==> src/rtl/slid_pkg.sv <==
// shared types and codes for the sorted list insert and delete unit
`timescale 1ns / 1ps
`default_nettype none

package slid_pkg;

    localparam int unsigned VALUE_W  = 32;
    localparam int unsigned OP_W     = 2;
    localparam int unsigned STATUS_W = 3;
    localparam int unsigned COUNT_W  = 7;

    typedef enum logic [OP_W-1:0] {
        OP_INSERT = 2'd0,
        OP_DELETE = 2'd1,
        OP_CLEAR  = 2'd2
    } t_op;

    typedef enum logic [STATUS_W-1:0] {
        ST_INSERTED = 3'd0,
        ST_DELETED  = 3'd1,
        ST_NOTFOUND = 3'd2,
        ST_FULL     = 3'd3,
        ST_CLEARED  = 3'd4
    } t_status;

    typedef struct packed {
        logic                       ins;
        logic                       del;
        logic signed [VALUE_W-1:0]  value;
    } t_cell_ctrl;

endpackage

`default_nettype wire

==> src/rtl/slid_cell.sv <==
// one list cell: holds an entry, compares it and shifts towards either neighbour
`timescale 1ns / 1ps
`default_nettype none

module slid_cell
    import slid_pkg::*;
(
    input  wire logic                      i_clk,
    input  wire t_cell_ctrl                i_ctrl,
    input  wire logic                      i_occ,
    input  wire logic                      i_prev_mv,
    input  wire logic signed [VALUE_W-1:0] i_prev_entry,
    input  wire logic signed [VALUE_W-1:0] i_next_entry,
    output logic                           o_mv,
    output logic                           o_eq,
    output logic signed [VALUE_W-1:0]      o_entry
);

    logic signed [VALUE_W-1:0] r_entry;
    logic signed [VALUE_W-1:0] n_entry;
    logic                      ge;

    assign ge      = r_entry >= i_ctrl.value;
    assign o_mv    = !i_occ || (r_entry > i_ctrl.value);
    assign o_eq    = i_occ && (r_entry == i_ctrl.value);
    assign o_entry = r_entry;

    always_comb begin
        n_entry = r_entry;
        if (i_ctrl.ins && o_mv) begin
            n_entry = i_prev_mv ? i_prev_entry : i_ctrl.value;
        end else if (i_ctrl.del && i_occ && ge) begin
            n_entry = i_next_entry;
        end
    end

    always_ff @(posedge i_clk) begin
        r_entry <= n_entry;
    end

endmodule

`default_nettype wire

==> config.mk <==
export PLATFORM = sky130hd
export DESIGN_NAME = slid_cell
export DESIGN_NICKNAME = d
export VERILOG_FILES = /design/src/rtl/slid_pkg.sv /design/src/rtl/slid_cell.sv
export SDC_FILE = /design/constraint.sdc
export NUM_CORES = 1
export LEC_CHECK = 0
export BUFFER_PORTS_ARGS = -buffer_cell sky130_fd_sc_hd__buf_2
export CAP_MARGIN = 20
export CORE_UTILIZATION = 50
export DETAILED_ROUTE_END_ITERATION = 10
export GPL_TIMING_DRIVEN = 0
export PLACE_DENSITY = 0.95
export SETUP_SLACK_MARGIN = 0.05
export SYNTH_ARGS = -nofsm -noshare
export SYNTH_HDL_FRONTEND = slang
export SYNTH_SLANG_ARGS = --single-unit
export TNS_END_PERCENT = 20
==> constraint.sdc <==
create_clock -name i_clk -period 11.1 [get_ports i_clk]
set_clock_uncertainty 0.05 [all_clocks]
set_input_delay 0.555 -clock i_clk [delete_from_list [all_inputs] [get_ports i_clk]]
set_output_delay 0.555 -clock i_clk [all_outputs]
set_load 0.01 [all_outputs]
# [Yosys cells after proc, flatten, opt, wreduce, memory -nomap -nowiden]
# Cells that the tools add are included.
[word_totals] ram_bits=0 elab_cells=14 latch_bits=0 rom_bits=0 n_memories=0 reg_bits=32
[classes] reduce_logical=7 order_cmp=2 n_mul=0 muxes=3 shifts=0 bitwise=0 n_div=0 n_eq_ne=1 addsub=0
[ops] cell="2-to-1 mux 32 bit" count=3
[ops] cell="== test 32 bit" count=1
[ops] cell="greater-or-equal comparator 32 bit" count=1
[ops] cell="> comparator 32 bit" count=1
[ops] cell="logical AND 1 bit" count=4
[ops] cell="nonzero test 2 bit" count=1
[ops] cell="zero test 1 bit" count=1
[ops] cell="logical OR 1 bit" count=1

# [Depth between registers and ports, before layout]
# Gate-level depths: netlist (run 1).
[depth] word_depth=4 mapped_depth=10 depth_no_buf=9

# [Worst setup path after synthesis (run 1)]
# No wires, ideal clock.
[synth_path] path_kind="input to register" start="in i_ctrl[31] (netlist bit)" end="reg r_entry[0], in the netlist o_entry[0] (enable)" stages=9 setup_slack_ps=7062 t_required_ps=10618 setup_time_ps=432 arrival_time_ps=3556 path_cell_list="inv_1 -> ha_1 -> nand4_2 -> nor3_1 -> a221oi_1 -> o21ai_0 -> a211oi_2 -> nor3_1 -> a21oi_1"
[synth_between] elab_chain_cells=4 word_cells_on_any_way=6 cone_classes="order compare: 2; reduce/logical: 4"
[synth_lines] element="start, declared" line_no="slid_cell.sv:9" rtl="input wire t_cell_ctrl i_ctrl,"
[synth_lines] element="> comparator 32 bit" line_no="slid_cell.sv:24" rtl="assign o_mv = !i_occ || (r_entry > i_ctrl.value);"
[synth_lines] element="logical OR 1 bit" line_no="slid_cell.sv:24"
[synth_lines] element="logical AND 1 bit" line_no="slid_cell.sv:30" rtl="if (i_ctrl.ins && o_mv) begin"
[synth_lines] element="nonzero test 2 bit (no line) (*)"
[synth_lines] element="end signal, assigned" line_no="slid_cell.sv:38" rtl="r_entry <= n_entry;"
[synth_lines] element="end, declared" line_no="slid_cell.sv:19" rtl="logic signed [VALUE_W-1:0] r_entry;"
# Mark *: on every way between the ends. The rest lies on a longest branch, timed or not.
# A chain may end at the register's enable or synchronous reset.

# [Worst setup path after layout (run 1)]
[layout_path] start="reg r_entry[31], in the netlist o_entry[31]" end="out o_mv"
[layout_between] elab_chain_cells=2
[layout_lines] element="> comparator 32 bit" line_no="slid_cell.sv:24"
[layout_lines] element="logical OR 1 bit" line_no="slid_cell.sv:24"
[layout_lines] element="end, declared" line_no="slid_cell.sv:14" rtl="output logic o_mv,"
# Every way passes these cells.

==> results of run 1 <==
## routing by layer
| layer | global-route usage (%) | share of wire (%) | vias up |
|---|---|---|---|
| met5 | 0 | 0 | - |
| met1 | 27.1 | 41 | 1135 |
| li1 | - | - | 1226 |
| met2 | 45.1 | 51 | 105 |
| met4 | 11.5 | 3.0 | 0 |
| met3 | 4.69 | 5.0 | 21 |
## kinds of logic (layout without fill, tap and decap cells)
kind of cell	after synthesis	after routing
compound gates	60	60
simple gates	60	60
buf+inv	45	186
mux	33	33
fa+ha+maj	32	32
flops	32	32
## power by group through the flow
| stage | clock [W] | sequential, W | combinational (W) |
|---|---|---|---|
| 6_report | 0.0000844 | 0.000168 | 0.000162 |
| 5_1_grt | 0.0000901 | 0.000169 | 0.000179 |
| 4_1_cts | 0.0000857 | 0.000168 | 0.000163 |
| 3_5_place_dp | 0 | 0.000170 | 0.000162 |
| 3_3_place_gp | 0 | 0.000170 | 0.000149 |
| 2_1_floorplan | 0 | 0.000178 | 0.0000909 |
## area by class of cell
cell class                      instances  area [um^2]  area share (%)
Tap cell                               70         87.6            2.47
Multi-Input combinational cell        185         1540            43.4
Clock inverter                          1         5.00           0.141
Sequential cell                        32          961            27.1
Clock buffer                            6         72.6            2.04
Buffer                                 10         60.1            1.69
Timing Repair Buffer                  134          693            19.5
Inverter                               35          131            3.70
## cells in the final DEF, fill, tap and decap left out, types with 2 or more instances in the layout
cell | netlist | final
nand4_1 | 7 | 7
edfxtp_1 | 32 | 32
mux2_2 | 3 | 3
nand2_1 | 38 | 38
nor3_1 | 2 | 2
a221oi_1 | 2 | 2
clkbuf_1 | 7 | 8
buf_2 | 0 | 133
buf_6 | 3 | 3
a21oi_1 | 14 | 13
nor2_1 | 3 | 3
clkbuf_8 | 0 | 5
ha_1 | 32 | 32
o211ai_1 | 2 | 2
inv_1 | 35 | 35
o21ai_0 | 36 | 36
mux2_4 | 30 | 30
nand3_1 | 3 | 3
## worst min path at each step
stage / to / start
after floorplan: o_entry[10] / i_next_entry[10]
after global placement: o_entry[4] / i_next_entry[4]
after detailed placement: o_entry[8] / i_next_entry[8]
after CTS: o_entry[30] / i_next_entry[30]
after global routing: o_entry[30] / i_next_entry[30]
final: o_entry[30] / i_next_entry[30]
## worst register-to-register path: cells and delay by family, from the launching register on
kind                       cells  cell delay, ps
adders and majority gates      1             330
DFF                            1             420
buffers and inverters          1             230
and+or+nand+nor                3             440
AOI/OAI and AO/OA              4            1330
## metrics by stage
step	utilization, %	power (W)	instance area (um^2)
after global placement	66.8	0.000319	3440
after CTS	69.1	0.000416	3550
after global routing	69.1	0.000438	3550
final	69.1	0.000414	3550
after floorplan	-	0.000269	2680
after detailed placement	67.6	0.000332	3470
==> results.py, run 1 <==
metrics = {
    "placed_design": {
        "pre_cts_ws_ps": 7660,
        "placement.io_buffers": 133,
        "hpwl_mm": 5.81,
        "dp_cells": 466,
        "gp_congestion": 0.911,
    },
    "synth": {
        "syn_area_per_cell_um2": 10.2,
        "synth_cell_types": 29,
        "synth_mux_area_share_pct": 18.1,
        "yosys.area.top_type": "edfxtp_1",
        "yosysSeqAreaShare_pct": 35.8,
        "synth_seq_cells": 32,
        "ys.flop_type": "edfxtp_1",
        "synth_most_common_cell": "nand2_1",
        "synthArstFlopShare_pct": 0,
        "synth-simple-area-share_pct": 11.0,
        "synth-compound-area-share_pct": 13.1,
        "synthAdderAreaFrac_pct": 14.9,
        "synth_top_cells_by_area": "edfxtp_1 36%, mux2_4 17%, ha_1 15%",
        "synth_warnings": 0,
        "synth_edf_count": 32,
        "netlist.area_leader.share_pct": 35.8,
        "syn_area_mm2": 0.00268,
        "syn-instance-count": 262,
        "synthXorXnorAreaFrac_pct": 0,
        "syn_nets": 395,
        "synthTopCellsByCount": "38 x nand2_1, 36 x o21ai_0, 35 x inv_1",
        "synth_top_family_by_area": "multiplexers",
    },
    "sta": {
        "slew_violations": 0,
        "tns_ps": 0,
        "relSlewSlack_pct": 58.5,
        "hold_violations": 0,
        "fmax_mhz": 302,
        "worstMarginPinSlew_ps": 620,
        "worst_slack_ps": 7790,
        "grt_setup_unrepaired": "false",
        "period_share_pct": 29.8,
        "setup_violations": 0,
        "whs_ps": 518,
        "fin_crit_ps": 3310,
    },
    "run_status": {
        "status": "finished clean",
    },
    "critical_path": {
        "cp.depth": 8,
        "path_delay_family": "simple AND/OR/NAND/NOR gates",
        "rr_endpoint": "o_entry[20]",
        "cp_cell_sequence": "ha_1 -> nand4_2 -> nor4_4 -> nand2_2 -> and4_2 -> nor3_1 -> inv_1 -> buf_2",
        "critical_path_arrival_ps": 2710,
        "worstSetupStartpointType": "flip-flop",
        "ff2ff_path_depth": 9,
        "worstPathRequired_ps": 10500,
        "cpMaxStageDelayCell": "nor4_4",
        "crit_buf_inv": 2,
        "crit_type": "flip-flop to primary output",
        "r2r_start": "o_entry[27]",
        "cpPeakStageDelay_ps": 430,
        "startpoint": "o_entry[31]",
        "rrSetupSlack_ps": 8000,
        "crit_end": "o_mv",
        "cp_max_fo": 5,
        "crit_path_end_kind": "primary output",
    },
    "min_path": {
        "min_path_cells": 2,
        "min_path_type": "input port to flip-flop",
    },
    "drt": {
        "drt_iter0_drc": 90,
        "wl_per_cell_um": 14.7,
        "routed_via_density": 5.26,
        "drc": 0,
        "drt_pass1_iterations": 4,
        "wirelength_mm": 6.97,
        "via_count": 2487,
        "ant_nets": 0,
    },
    "power_and_ir_drop": {
        "power_switching_w": 0.000134,
        "internal-power_w": 0.000280,
        "power_density_mw_per_mm2": 116,
        "swShare_pct": 32.3,
        "p_seq_share_pct": 40.5,
        "clkPwrFrac_pct": 20.4,
        "leakage_nw": 1.84,
        "p_comb_share_pct": 39.1,
        "ir_drop_mv": 0.0679,
    },
    "layout": {
        "finalNetCount": 536,
        "fillers": 406,
        "final_cells": 473,
        "drive_gt1_share_pct": 45.7,
        "area_growth_syn_to_layout_pct": 32.4,
        "num_antenna_cells": 0,
        "largest_reg_flops": 32,
    },
    "clock_network": {
        "cts_sinks": 32,
        "cts.path.max_buffers": 2,
        "clk_pin_slew_ps": 70,
        "cts_tree": "yes",
        "cts_hold_buf": 0,
        "htree_levels": 2,
        "clk_latency_ps": 280,
        "cts-root-buf": "clkbuf_8",
        "post-cts-setup-buffer-count": 0,
        "cts_buffers": 5,
        "ctsResizeCount": 0,
    },
    "die": {
        "num_rows": 26,
        "dieArea_mm2": 0.00566,
        "fp.dieH_um": 75.2,
        "start_util_pct": 52.2,
        "core_area_mm2": 0.00514,
        "io_pins": 135,
        "die_x_um": 75.2,
    },
    "grt": {
        "grt_first_pass_wirelength_mm": 10.2,
        "track_usage_pct": 24.5,
        "antenna_found_initial": 0,
        "overflow": 0,
        "grt_max_degree": 18,
        "grt_pass1_vias": 2318,
    },
    "run": {
        "cap_violations": 0,
    },
}
Power figures use the tool's default switching activity.
==> run 2: changes to the inputs <==
Settings changed: CORE_UTILIZATION 50 to 42, PLACE_DENSITY 0.95 to 0.89.
Clock period 11.1 ns to 2.9 ns, I/O delays scaled along.
==> run 2 against run 1 <==
Combinational power grew to 4.5 times the previous value. Total power grew to 4.1 times the previous value. Core utilization is 5.0 points lower. Critical endpoint is now o_entry[23]. Non-clock buffer count is 7 higher. Largest power group is now combinational cells. First-iteration DRC count is 7.8% lower.
==> results.py, run 2 (synthesized netlist as in run 1, its figures left out) <==
metrics = {
    "clock_network": {
        "cts_sinks": 32,
        "clk_pin_slew_ps": 70,
        "htree_levels": 2,
        "cts_buffers": 5,
        "cts_tree": "yes",
        "cts-root-buf": "clkbuf_8",
        "clk_latency_ps": 290,
        "cts.path.max_buffers": 2,
    },
    "sta": {
        "grt_setup_unrepaired": "true",
        "slew_violations": 0,
        "period_share_pct": 100,
        "worstMarginPinSlew_ps": 512,
        "fmax_mhz": 345,
        "whs_ps": 103,
        "tns_ps": 0,
        "setup_violations": 0,
        "relSlewSlack_pct": 65.8,
        "fin_crit_ps": 2900,
        "hold_violations": 0,
    },
    "layout": {
        "largest_reg_flops": 32,
        "layout_common_cells": "133 x buf_2, 38 x nand2_1, 35 x inv_1, 32 x edfxtp_1, 31 x o21ai_0",
        "final_cells": 487,
        "layout_commonest_cell": "buf_2",
        "finalNetCount": 544,
        "area_growth_syn_to_layout_pct": 44.1,
        "drive_gt1_share_pct": 50.2,
        "num_antenna_cells": 0,
        "final_area_mm2": 0.00386,
    },
    "die": {
        "io_pins": 135,
        "fp.dieH_um": 81.9,
        "core_area_mm2": 0.00603,
        "die_x_um": 81.9,
        "num_rows": 28,
        "dieArea_mm2": 0.00671,
        "start_util_pct": 44.5,
    },
    "run_status": {
        "status": "finished clean",
    },
    "drt": {
        "drt_iter0_drc": 83,
        "wl_per_cell_um": 16.0,
        "drt_pass1_iterations": 4,
        "via_count": 2569,
        "routed_via_density": 5.28,
        "drc": 0,
        "ant_nets": 0,
        "wirelength_mm": 7.81,
    },
    "power_and_ir_drop": {
        "power_density_mw_per_mm2": 444,
        "ir_drop_mv": 0.232,
        "leakage_nw": 1.92,
    },
    "placed_design": {
        "gp_congestion": 0.877,
        "placement.io_buffers": 133,
        "detailed_place.area_mm2": 0.00347,
        "hpwl_mm": 5.87,
        "dp_cells": 470,
    },
    "critical_path": {
        "worstPathRequired_ps": 2890,
        "crit_type": "flip-flop to flip-flop",
        "cp_cell_sequence": "ha_4 -> nand4_1 -> a2111o_1 -> o211ai_1 -> a211oi_2 -> o31ai_4 -> buf_6 -> buf_12 -> mux2_4",
        "cpPeakStageDelay_ps": 450,
        "cp_max_fo": 10,
        "cpMaxStageDelayCell": "a2111o_1",
        "critical_path_arrival_ps": 2890,
        "worstSetupStartpointType": "flip-flop",
        "crit_path_end_kind": "flip-flop",
    },
    "grt": {
        "track_usage_pct": 22.7,
        "grt_max_degree": 17,
        "overflow": 0,
        "grt_first_pass_wirelength_mm": 11.2,
        "grt_pass1_vias": 2464,
        "antenna_found_initial": 0,
    },
    "run": {
        "cap_violations": 0,
    },
    "min_path": {
        "min_path_type": "input port to flip-flop",
    },
}
==> run 2: layer usage <==
metal,track usage (%),wire length [um],share of wire [%],vias to the layer above
met5,0,0,0,-
met4,9.65,189,2.4,0
met3,4.67,438,5.6,18
met2,41.2,4010,51,106
met1,25.3,3170,41,1196
li1,-,-,-,1249
==> run 2: per-stage QoR <==
step	power [W]	setup WS, ps	util [%]
floorplan	0.00104	52.8	-
global placement	0.00123	-308	57.6
detailed placement	0.00126	-387	57.6
CTS	0.00164	-23.2	60.6
global route	0.00181	-98.6	64.1
finish	0.00172	0.337	64.1
==> run 2: layout make-up <==
cell class | count | area, um^2
fillers | 500 | 2160
multi-input cells | 186 | 1720
flip-flops and latches | 32 | 961
repair buffers | 141 | 790
inverters | 35 | 131
well taps | 75 | 93.8
plain buffers | 10 | 86.3
clock buffers | 5 | 68.8
clock inverters | 3 | 18.8
==> run 2: final timing paths <==
kind / from / end / slack [ps] / depth (start not counted)
max: o_entry[7] / o_entry[23] / 0.3 / 9
min: i_next_entry[25] / o_entry[25] / 100 / 2
max reg2reg: o_entry[7] / o_entry[23] / 0.3 / 9
min reg2reg: o_entry[31] / o_entry[10] / 1210 / 5
==> run 2: what timing repair did <==
item                                    in CTS  in global routing
pin swaps                                    5                 11
gates cloned                                 1                  2
buffers inserted                             3                  3
endpoints found under the setup margin      64                 65
resized for setup                           11                 20
hold buffers                                 0                  0
==> run 2: report_power, final <==
group | internal (W) | switching, W | total, W
combinational | 0.000372 | 0.000354 | 0.000726
clock | 0.000166 | 0.000178 | 0.000344
sequential | 0.000604 | 0.0000420 | 0.000646
==> run 2: critical path: cells and delay by family, from the launching register on <==
family	cells	cell delay, ps
AOI/OAI and AO/OA	4	1000
and+or+nand+nor	1	200
buffers and inverters	2	360
adders and majority gates	1	310
DFF	1	430
muxes	1	300
